File: config.mk
export PLATFORM = sky130hd
export DESIGN_NAME = dual_servo_pwm_generator
export DESIGN_NICKNAME = d
export VERILOG_FILES = /design/src/hdl/dspg_pkg.sv /design/src/hdl/dspg_channel.sv /design/src/hdl/dual_servo_pwm_generator.sv
export SDC_FILE = /design/constraint.sdc
export NUM_CORES = 1
export LEC_CHECK = 0
export ABC_AREA = 1
export BUFFER_PORTS_ARGS = -buffer_cell sky130_fd_sc_hd__buf_2
export CAP_MARGIN = 20
export CELL_PAD_IN_SITES_DETAIL_PLACEMENT = 1
export CELL_PAD_IN_SITES_GLOBAL_PLACEMENT = 2
export CORE_ASPECT_RATIO = 1.5
export CORE_MARGIN = 2
export CORE_UTILIZATION = 35
export DETAILED_ROUTE_END_ITERATION = 10
export GPL_ROUTABILITY_DRIVEN = 1
export HOLD_SLACK_MARGIN = 0.03
export PLACE_DENSITY = 0.86
export SETUP_SLACK_MARGIN = 0.02
export SKIP_CTS_REPAIR_TIMING = 1
export SLEW_MARGIN = 20
export SYNTH_ARGS = -nofsm -noshare
export SYNTH_HDL_FRONTEND = slang
export SYNTH_SLANG_ARGS = --single-unit
export TNS_END_PERCENT = 50
File: constraint.sdc
create_clock -name i_clk -period 6.1 [get_ports i_clk]
set_input_delay 0.915 -clock i_clk [delete_from_list [all_inputs] [get_ports i_clk]]
set_output_delay 0.915 -clock i_clk [all_outputs]
set_load 0.03 [all_outputs]
File: src/hdl/dspg_pkg.sv
// ----------------------------------------------------------------------------
// dspg_pkg
// Types and constants shared by the dual servo PWM generator.
// ----------------------------------------------------------------------------
package dspg_pkg;

    localparam int unsigned PERIOD_TICKS_DEF = 200;

    localparam int unsigned CNT_W  = 8;
    localparam int unsigned HZ_W   = 17;
    localparam int unsigned PROD_W = 25;
    localparam int unsigned ANG_W  = 8;
    localparam int unsigned ADDR_W = 3;
    localparam int unsigned DATA_W = 32;

    localparam logic [HZ_W-1:0]   HZ_RESET     = HZ_W'(10000);
    localparam logic [ANG_W-1:0]  ANGLE_MAX    = ANG_W'(180);
    localparam logic [ANG_W-1:0]  ANGLE_OFFSET = ANG_W'(60);
    // one tick of pulse width per 100000 units of (angle + 60) * tick_hz
    localparam logic [PROD_W-1:0] TICK_STEP    = PROD_W'(100000);
    // product that yields the reset width of six ticks
    localparam logic [PROD_W-1:0] PROD_RESET   = PROD_W'(600000);

    localparam logic [1:0] OP_TICK   = 2'd0;
    localparam logic [1:0] OP_ENABLE = 2'd1;
    localparam logic [1:0] OP_ANGLE  = 2'd2;

    localparam logic [1:0] CH_ONE = 2'd1;
    localparam logic [1:0] CH_TWO = 2'd2;

    localparam logic [ADDR_W-3:0] REG_TICK_HZ = '0;

    typedef struct packed {
        logic tick;     // tick beat in the work stage
        logic at_zero;  // tick count is zero
        logic en_we;    // enable write to this channel
        logic en_val;
        logic wid_we;   // angle write to this channel
    } t_chan_ctl;

endpackage

File: src/hdl/dspg_channel.sv
// ----------------------------------------------------------------------------
// dspg_channel
// One servo channel: enable flag, stored pulse product and pin level.
// ----------------------------------------------------------------------------
module dspg_channel
    import dspg_pkg::*;
(
    input  logic              i_clk,
    input  logic              i_rst_n,
    input  t_chan_ctl         i_ctl,
    input  logic [PROD_W-1:0] i_count_base,
    input  logic [PROD_W-1:0] i_product,
    output logic              o_level
);

    logic              r_enabled;
    logic              r_level;
    logic [PROD_W-1:0] r_product;
    logic              n_level;
    logic              w_hit;

    // width == count  <=>  count*STEP <= product < (count+1)*STEP
    // count never reaches 255, so the 255 saturation never matches
    assign w_hit = (r_product >= i_count_base) && (r_product < (i_count_base + TICK_STEP));

    always_comb begin
        n_level = r_level;
        if (i_ctl.tick) begin
            if (i_ctl.at_zero) begin
                if (r_enabled) n_level = 1'b1;
            end else if (r_level && w_hit) begin
                n_level = 1'b0;
            end
        end
    end

    always_ff @(posedge i_clk) begin
        if (!i_rst_n) begin
            r_enabled <= 1'b0;
            r_level   <= 1'b0;
            r_product <= PROD_RESET;
        end else begin
            r_level <= n_level;
            if (i_ctl.en_we)  r_enabled <= i_ctl.en_val;
            if (i_ctl.wid_we) r_product <= i_product;
        end
    end

    assign o_level = r_level;

endmodule

File: src/hdl/dual_servo_pwm_generator.sv
// ----------------------------------------------------------------------------
// dual_servo_pwm_generator
// Two-channel servo pulse generator driven by tick / enable / angle beats.
//
//   channel   handshake            payload
//   input     i_valid / o_ready    i_op, i_channel, i_enable, i_angle_degrees
//   output    o_valid / i_ready    o_pin_one, o_pin_two, o_status
//   config    APB psel / penable   paddr, pwdata, prdata (tick_hz at 0x0)
//
// One beat per cycle sustained unless the output stalls. Path: input register,
// then state update plus result register. The angle multiply sits in the
// second stage. Reset is synchronous and clears all control state. A
// stalled output holds its beat while one more input beat is buffered.
// ----------------------------------------------------------------------------
module dual_servo_pwm_generator
    import dspg_pkg::*;
#(
    parameter int unsigned PERIOD_TICKS = PERIOD_TICKS_DEF
) (
    input  logic              i_clk,
    input  logic              i_rst_n,
    input  logic              i_valid,
    output logic              o_ready,
    input  logic [1:0]        i_op,
    input  logic [1:0]        i_channel,
    input  logic              i_enable,
    input  logic [ANG_W-1:0]  i_angle_degrees,
    output logic              o_valid,
    input  logic              i_ready,
    output logic              o_pin_one,
    output logic              o_pin_two,
    output logic              o_status,
    input  logic              psel,
    input  logic              penable,
    input  logic              pwrite,
    input  logic [ADDR_W-1:0] paddr,
    input  logic [DATA_W-1:0] pwdata,
    output logic [DATA_W-1:0] prdata,
    output logic              pready
);

    localparam logic [CNT_W-1:0] LAST_COUNT = CNT_W'(PERIOD_TICKS - 1);

    logic [HZ_W-1:0]   r_tick_hz;
    logic              r_s1_valid;
    logic [1:0]        r_op;
    logic [1:0]        r_channel;
    logic              r_enable;
    logic [ANG_W-1:0]  r_angle;
    logic              r_out_valid;
    logic              r_status;
    logic [CNT_W-1:0]  r_count;
    logic [PROD_W-1:0] r_count_base;

    logic              w_go;
    logic              w_tick;
    logic              w_ch_bad;
    logic              n_status;
    logic [ANG_W-1:0]  w_cdeg;
    logic [PROD_W-1:0] w_product;
    t_chan_ctl         w_ctl_one;
    t_chan_ctl         w_ctl_two;

    // ---- config port
    assign pready = 1'b1;
    assign prdata = (paddr[ADDR_W-1:2] == REG_TICK_HZ) ? DATA_W'(r_tick_hz) : '0;

    always_ff @(posedge i_clk) begin
        if (!i_rst_n) begin
            r_tick_hz <= HZ_RESET;
        end else if (psel && penable && pwrite && pready
                     && paddr[ADDR_W-1:2] == REG_TICK_HZ) begin
            r_tick_hz <= pwdata[HZ_W-1:0];
        end
    end

    // ---- pipeline control
    assign w_go    = r_s1_valid && (!r_out_valid || i_ready);
    assign o_ready = !r_s1_valid || w_go;

    always_ff @(posedge i_clk) begin
        if (!i_rst_n) begin
            r_s1_valid  <= 1'b0;
            r_out_valid <= 1'b0;
        end else begin
            if (o_ready) r_s1_valid <= i_valid;
            if (w_go) begin
                r_out_valid <= 1'b1;
            end else if (i_ready) begin
                r_out_valid <= 1'b0;
            end
        end
    end

    always_ff @(posedge i_clk) begin
        if (o_ready && i_valid) begin
            r_op      <= i_op;
            r_channel <= i_channel;
            r_enable  <= i_enable;
            r_angle   <= i_angle_degrees;
        end
    end

    // ---- work stage
    assign w_tick   = w_go && (r_op == OP_TICK);
    assign w_ch_bad = (r_channel != CH_ONE) && (r_channel != CH_TWO);
    assign n_status = ((r_op == OP_ENABLE) || (r_op == OP_ANGLE)) && w_ch_bad;

    assign w_cdeg    = ((r_angle > ANGLE_MAX) ? ANGLE_MAX : r_angle) + ANGLE_OFFSET;
    assign w_product = PROD_W'(w_cdeg) * PROD_W'(r_tick_hz);

    always_comb begin
        w_ctl_one         = '0;
        w_ctl_one.tick    = w_tick;
        w_ctl_one.at_zero = (r_count == '0);
        w_ctl_one.en_val  = r_enable;
        w_ctl_two         = w_ctl_one;
        w_ctl_one.en_we   = w_go && (r_op == OP_ENABLE) && (r_channel == CH_ONE);
        w_ctl_two.en_we   = w_go && (r_op == OP_ENABLE) && (r_channel == CH_TWO);
        w_ctl_one.wid_we  = w_go && (r_op == OP_ANGLE) && (r_channel == CH_ONE);
        w_ctl_two.wid_we  = w_go && (r_op == OP_ANGLE) && (r_channel == CH_TWO);
    end

    // count and count*TICK_STEP advance together
    always_ff @(posedge i_clk) begin
        if (!i_rst_n) begin
            r_count      <= '0;
            r_count_base <= '0;
        end else if (w_tick) begin
            if (r_count == LAST_COUNT) begin
                r_count      <= '0;
                r_count_base <= '0;
            end else begin
                r_count      <= r_count + 1'b1;
                r_count_base <= r_count_base + TICK_STEP;
            end
        end
    end

    always_ff @(posedge i_clk) begin
        if (w_go) r_status <= n_status;
    end

    // pin levels change only when a result loads, so they double as the
    // output register for the pins
    dspg_channel u_chan_one (
        .i_clk        (i_clk),
        .i_rst_n      (i_rst_n),
        .i_ctl        (w_ctl_one),
        .i_count_base (r_count_base),
        .i_product    (w_product),
        .o_level      (o_pin_one)
    );

    dspg_channel u_chan_two (
        .i_clk        (i_clk),
        .i_rst_n      (i_rst_n),
        .i_ctl        (w_ctl_two),
        .i_count_base (r_count_base),
        .i_product    (w_product),
        .o_level      (o_pin_two)
    );

    assign o_valid  = r_out_valid;
    assign o_status = r_status;

endmodule

# --- Word-level counts from Yosys, hierarchy flattened ---
# Cells that the tools add are included.
totals:
  ff_bits: 120
  input_bits: 55
  out_inout_bits: 38
op_classes:
  n_addsub: 3
  n_mul: 1
  order_cmp: 5
  n_eq_ne: 9
  mux: 12
  bitwise: 1
  reduce_logical: 30
ops:
  columns: ["op", "count"]
  rows:
  - [">= comparator 25 bit", 2]
  - ["< comparator 25 bit", 2]
  - ["adder 25 x 17 -> 25 bit, second input constant", 1]
  - ["multiplier 8 x 17 -> 25 bit", 1]
  - ["2-to-1 mux 25 bit", 1]
  - ["logical AND 1 bit", 18]
  - ["2-to-1 mux 17 bit", 1]
  - ["2-to-1 mux 8 bit", 2]
  - ["adder 8 x 1 -> 8 bit, second input constant", 1]
  - ["adder 8 x 6 -> 8 bit, second input constant", 1]
  - ["equality test 8 bit, second input constant", 1]
  - ["greater-than comparator 8 bit, second input constant", 1]
  - ["zero test 8 bit", 1]
  - ["2-to-1 mux 1 bit", 8]
  - ["AND reduction 3 bit", 2]
  - ["nonzero test 2 bit", 3]
  - ["equality test 2 x 1 -> 1 bit, second input constant", 2]
  - ["equality test 2 bit, second input constant", 2]
  - ["inequality test 2 x 1 -> 1 bit, second input constant", 2]
  - ["inequality test 2 bit, second input constant", 2]
  - ["logical OR 1 bit", 3]
  - ["zero test 1 bit", 2]
  - ["zero test 2 bit", 1]
  - ["inverter 1 bit", 1]

# --- Longest topological paths before layout ---
logic_depth:
  ltp_word: 6
  ltp_mapped: 32
  depth_no_buf: 32

# --- By module ---
# From an unflattened synthesis, not the netlist that was laid out.
unflattened:
  cells_unflattened: 1782
  area_unflattened_um2: 12625.9
modules_own_cells:
  columns: ["module", "instances", "cells_per_inst", "area_per_inst_um2"]
  rows:
  - ["dual_servo_pwm_generator", 1, 1052, 7646.1]
  - ["dspg_channel (u_chan_two)", 1, 365, 2494.9]
  - ["dspg_channel (u_chan_one)", 1, 365, 2484.9]

# --- Least setup slack after synthesis ---
# No wires, ideal clock.
synth_timing:
  kind: "register -> register"
  start: "register r_angle[7]"
  end: "register u_chan_one.r_product[13]"
  setup_ns: 0.115
  arrival_time_ns: 4.819
  t_required_ns: 5.985
  slack_ns: 1.166
  path_stages_with_launch: 20
  n_path_buf: 1
  period_less_slack_ns: 4.934
  path_cell_list: "edfxtp_1 > a211oi_1 > nand4_4 > nand2_4 > buf_2 > a21oi_1 > fa_1 > inv_1 > fa_1 > fa_1 > fa_1 > inv_1 > ha_1 > nand2_1 > inv_1 > a21oi_1 > nand2_1 > or2_2 > nand3_1 > nand2_1"
synth_via:
  elab_chain_cells: 4
synth_rtl:
  columns: ["item", "line_no", "rtl"]
  rows:
  - ["start, declared", "dual_servo_pwm_generator.sv:49", "logic [ANG_W-1:0] r_angle;"]
  - ["start signal, assigned", "dual_servo_pwm_generator.sv:100", "r_angle <= i_angle_degrees;"]
  - ["greater-than comparator 8 bit", "dual_servo_pwm_generator.sv:109", "assign w_cdeg = ((r_angle > ANGLE_MAX) ? ANGLE_MAX : r_angle) + ANGLE_OFFSET;"]
  - ["2-to-1 mux 8 bit *", "dual_servo_pwm_generator.sv:109", null]
  - ["adder 8 x 6 -> 8 bit *", "dual_servo_pwm_generator.sv:109", null]
  - ["multiplier 8 x 17 -> 25 bit *", "dual_servo_pwm_generator.sv:110", "assign w_product = PROD_W'(w_cdeg) * PROD_W'(r_tick_hz);"]
  - ["end signal, assigned", "dspg_channel.sv:45", "if (i_ctl.wid_we) r_product <= i_product;"]
  - ["end, declared", "dspg_channel.sv:18", "logic [PROD_W-1:0] r_product;"]
# Every way passes the cells marked *; elsewhere a longest branch is shown, timed or not.
# A chain may end at the register's enable or synchronous reset.

# --- Final worst setup path ---
layout_timing:
  start: "register r_angle[3]"
  end: "register u_chan_two.r_product[20]"
layout_via:
  elab_chain_cells: 4
layout_rtl:
  columns: ["item", "line_no"]
  rows:
  - ["greater-than comparator 8 bit", "dual_servo_pwm_generator.sv:109"]
  - ["2-to-1 mux 8 bit *", "dual_servo_pwm_generator.sv:109"]
  - ["adder 8 x 6 -> 8 bit *", "dual_servo_pwm_generator.sv:109"]
  - ["multiplier 8 x 17 -> 25 bit *", "dual_servo_pwm_generator.sv:110"]
  - ["end signal, assigned", "dspg_channel.sv:45"]
  - ["end, declared", "dspg_channel.sv:18"]
# Marks and branches as above.

==> flow_summary.yaml <==
sta:
  worst_slew_pin_slew_ns: 1.064
  whs_ns: 0.4608
  rsz0062_at_grt: "false"
  finalSetupViolCount: 0
  fin_crit_ns: 5.651
  hold_viol: 0
  fin_setup_tns_ns: 0
  timing.slew.headroom: 0.2897
  fin_crit_sh: 0.9265
  drv_slew: 0
  clock.fmax_ghz: 0.1769
  clock_skew_ns: 0.01172
grt:
  grt_pass1_wl_um: 56660
  grt_pass1_vias: 11610
  overflow: 0
  grt_max_degree: 56
  antenna_found_initial: 0
  grt.total_usage: 0.2032
clocking:
  numClockSinks: 113
  clk_latency_ns: 0.45
  htreeDepth: 4
  cts_tree: "done"
  clk_path_buf_depth: 2
  numCtsBuffers: 17
  clockRootBuffer: "clkbuf_16"
  path_clk_slew_ns: 0.06
pwr:
  p_int_mw: 1.841
  p_leak_nw: 6.455
  seqPwrFrac: 0.242
  switchingPower_mw: 1.415
  power.clock.fraction: 0.309
  power.density_nw_per_um2: 249.4
  p_comb_frac: 0.449
  switching_share: 0.4347
  peakVddDrop_uv: 197.7
routing:
  dr.pass1.iters: 4
  drc: 0
  num_vias: 10600
  wl_um: 34310
  wl_per_cell_um: 15.94
  ant_nets: 0
  drtIter0Drc: 261
  vias_per_cell: 4.927
worst_setup_path:
  cp.required_ns: 6.45
  arrival_ns: 6.00
  path_max_fanout: 11
  cp-start-kind: "flop"
  critical_path_class: "reg -> reg"
  cp-end-kind: "flop"
die:
  fp.dieH_um: 229.3
  ios: 93
  num_rows: 82
  die-area_um2: 35350
  core-area_um2: 33340
  initial_core_util: 0.3551
  fp.dieW_um: 154.2
synthesis:
  syn_avg_cell_area_um2: 7.078
  synth_seq_cells: 113
  syn_area_um2: 11840
  yosysTopAreaCell: "dfxtp_1"
  yosysTopAreaCellShare: 0.1674
  netlist_instances: 1673
  synth_area_leaders: "dfxtp_1, fa_1, ha_1"
  synth.distinct_cells: 42
  yosys_warnings: 0
  yosysSeqAreaShare: 0.2029
run:
  maxCapViolCount: 0
cells_and_area:
  drive_gt1_frac: 0.08430
  fillCellCount: 4218
  multi_input_area_um2: 7974
  stdcell_count: 2152
  antenna_cells: 0
  num-nets-final: 1997
  register_area_um2: 2402
  area_delta_synth_final_pct: 10.26
outcome:
  status: "complete, no violations"
place:
  gp_congestion: 0.9269
  portBuffers: 59
  dp.cells: 2120
  hpwlAfterDp_um: 28630
hold_path:
  hp-class: "reg -> reg"
==> cell type report <==
class,count,share of cell area
clock buffer,17,0.03258
clock inverter,15,0.01131
inverter,324,0.09334
multi-input combinational,1195,0.6107
sequential,113,0.1840
tap,420,0.04025
timing repair buffer,68,0.02779
==> sequential cells by signal, indices dropped and copies added, names as in the netlist, 2 cells and up <==
| name | count |
|---|---|
| u_chan_two.r_product | 24 |
| r_op | 2 |
| r_tick_hz | 17 |
| r_count_base | 20 |
| r_channel | 2 |
| r_count | 8 |
| r_angle | 8 |
| u_chan_one.r_product | 24 |
==> layout by cell type, fill, tap and decap left out, types with 2 or more instances in the layout <==
cell type,count
inv_2,6
clkinvlp_4,3
a2bb2oi_1,2
nor2_2,15
nor2_1,146
inv_4,2
inv_8,2
o21a_1,23
xnor2_1,3
or2_2,3
nand2_1,408
nor2_4,6
a21oi_1,135
buf_2,59
o21bai_1,2
nand3b_1,4
nand4_1,17
clkinv_4,2
edfxtp_1,14
inv_6,5
nand3_1,96
o21ai_0,37
o21ai_2,2
fa_1,90
nand2_4,6
dfxtp_1,99
clkbuf_16,17
conb_1,16
clkinv_1,2
nor4_1,2
nor3_1,12
xor2_1,13
buf_4,9
a21o_1,8
ha_1,133
inv_1,315
nand2_2,3
o211ai_1,5
==> synthesized netlist by cell type <==
cell and n:
a21o_1 8, o21bai_1 2, o21ai_0 37, xor2_1 13
o21a_1 23, or2_2 3, edfxtp_1 14, nor2_2 15
dfxtp_1 99, nand3b_1 4, and3_1 1, nand4_1 17
ha_1 133, xnor2_1 3, nor3_2 1, nand2_4 6
nor2_4 6, nor3_1 12, inv_4 1, o211a_1 1
clkbuf_1 22, conb_1 2, nor2_1 146, a21oi_1 135
nand3_1 96, buf_2 14, buf_6 3, buf_4 16
inv_2 6, clkinv_1 2, a2bb2oi_1 2, nand2_1 408
inv_1 315, nand2_2 3, o31ai_1 1, a211oi_1 1
nor4_1 2, o21ai_2 3, o211ai_1 5, nand4_4 1
nand4_2 1, fa_1 90
==> final timing paths <==
check	slack, ns	depth (start not counted)	end	startpoint
worst max register to register	0.45	23	u_chan_two.r_product[20]	r_angle[3]
worst min-delay path	0.46	2	u_chan_two.r_product[4]	u_chan_two.r_product[4]
worst min register to register	0.46	2	u_chan_two.r_product[4]	u_chan_two.r_product[4]
worst max-delay path	0.45	23	u_chan_two.r_product[20]	r_angle[3]
==> routing by layer <==
metal	routed length, um	track usage	up-vias	part of all wire
li1	-	-	5286	-
met1	12810	0.1961	5108	0.37
met2	18950	0.4064	145	0.55
met3	762	0.02744	64	0.022
met4	1780	0.1110	0	0.052
met5	0	0	-	0
==> power groups by stage <==
| stage | Sequential (mW) | Combinational [mW] | Clock (mW) |
|---|---|---|---|
| after floorplan | 0.799 | 1.13 | 0 |
| after global placement | 0.802 | 1.44 | 0 |
| after detailed placement | 0.804 | 1.48 | 0 |
| after CTS | 0.787 | 1.49 | 1.03 |
| after global routing | 0.789 | 1.70 | 1.06 |
| final | 0.787 | 1.46 | 1.01 |
==> cells by family (layout without fill, tap and decap cells) <==
group / Yosys count / count (layout) / share of synthesized area
adder cells (fa/ha/maj): 223 / 223 / 0.2927
other: 2 / 16 / 0.0006342
flip-flops: 113 / 113 / 0.2029
XOR/XNOR: 16 / 16 / 0.01183
buffers and inverters: 379 / 424 / 0.1288
AND/OR/NAND/NOR: 722 / 722 / 0.2606
AO/OA/AOI/OAI: 218 / 218 / 0.1026
==> per-stage QoR <==
stage,instance area (um^2),total power [mW],utilization,worst slack (ns)
2_1_floorplan,11890,1.928,-,1.166
6_report,13060,3.256,0.3916,0.4487
3_5_place_dp,12480,2.284,0.3741,0.1468
5_1_grt,13060,3.552,0.3916,0.06141
4_1_cts,13050,3.312,0.3913,0.1510
3_3_place_gp,12480,2.244,0.3741,0.2922
==> worst max-delay path, cell delays in order (launching register included) <==
cell and delay, ns:
edfxtp_1 0.48, nor3_2 0.23, nand2_2 0.09, nand2_4 0.13, inv_4 0.07, o21ai_2 0.50, nand2_4 0.30, nor2_2 0.19
fa_1 0.40, inv_1 0.08, fa_1 0.45, fa_1 0.52, fa_1 0.55, inv_1 0.04, ha_1 0.37, nand2_1 0.11
nor2_1 0.23, nand2_1 0.16, nor2_1 0.12, nand2_1 0.15, nand4_1 0.15, nand3_1 0.08, nand2_1 0.09, inv_1 0.04
Note: power is estimated with default switching activity, not from simulation.
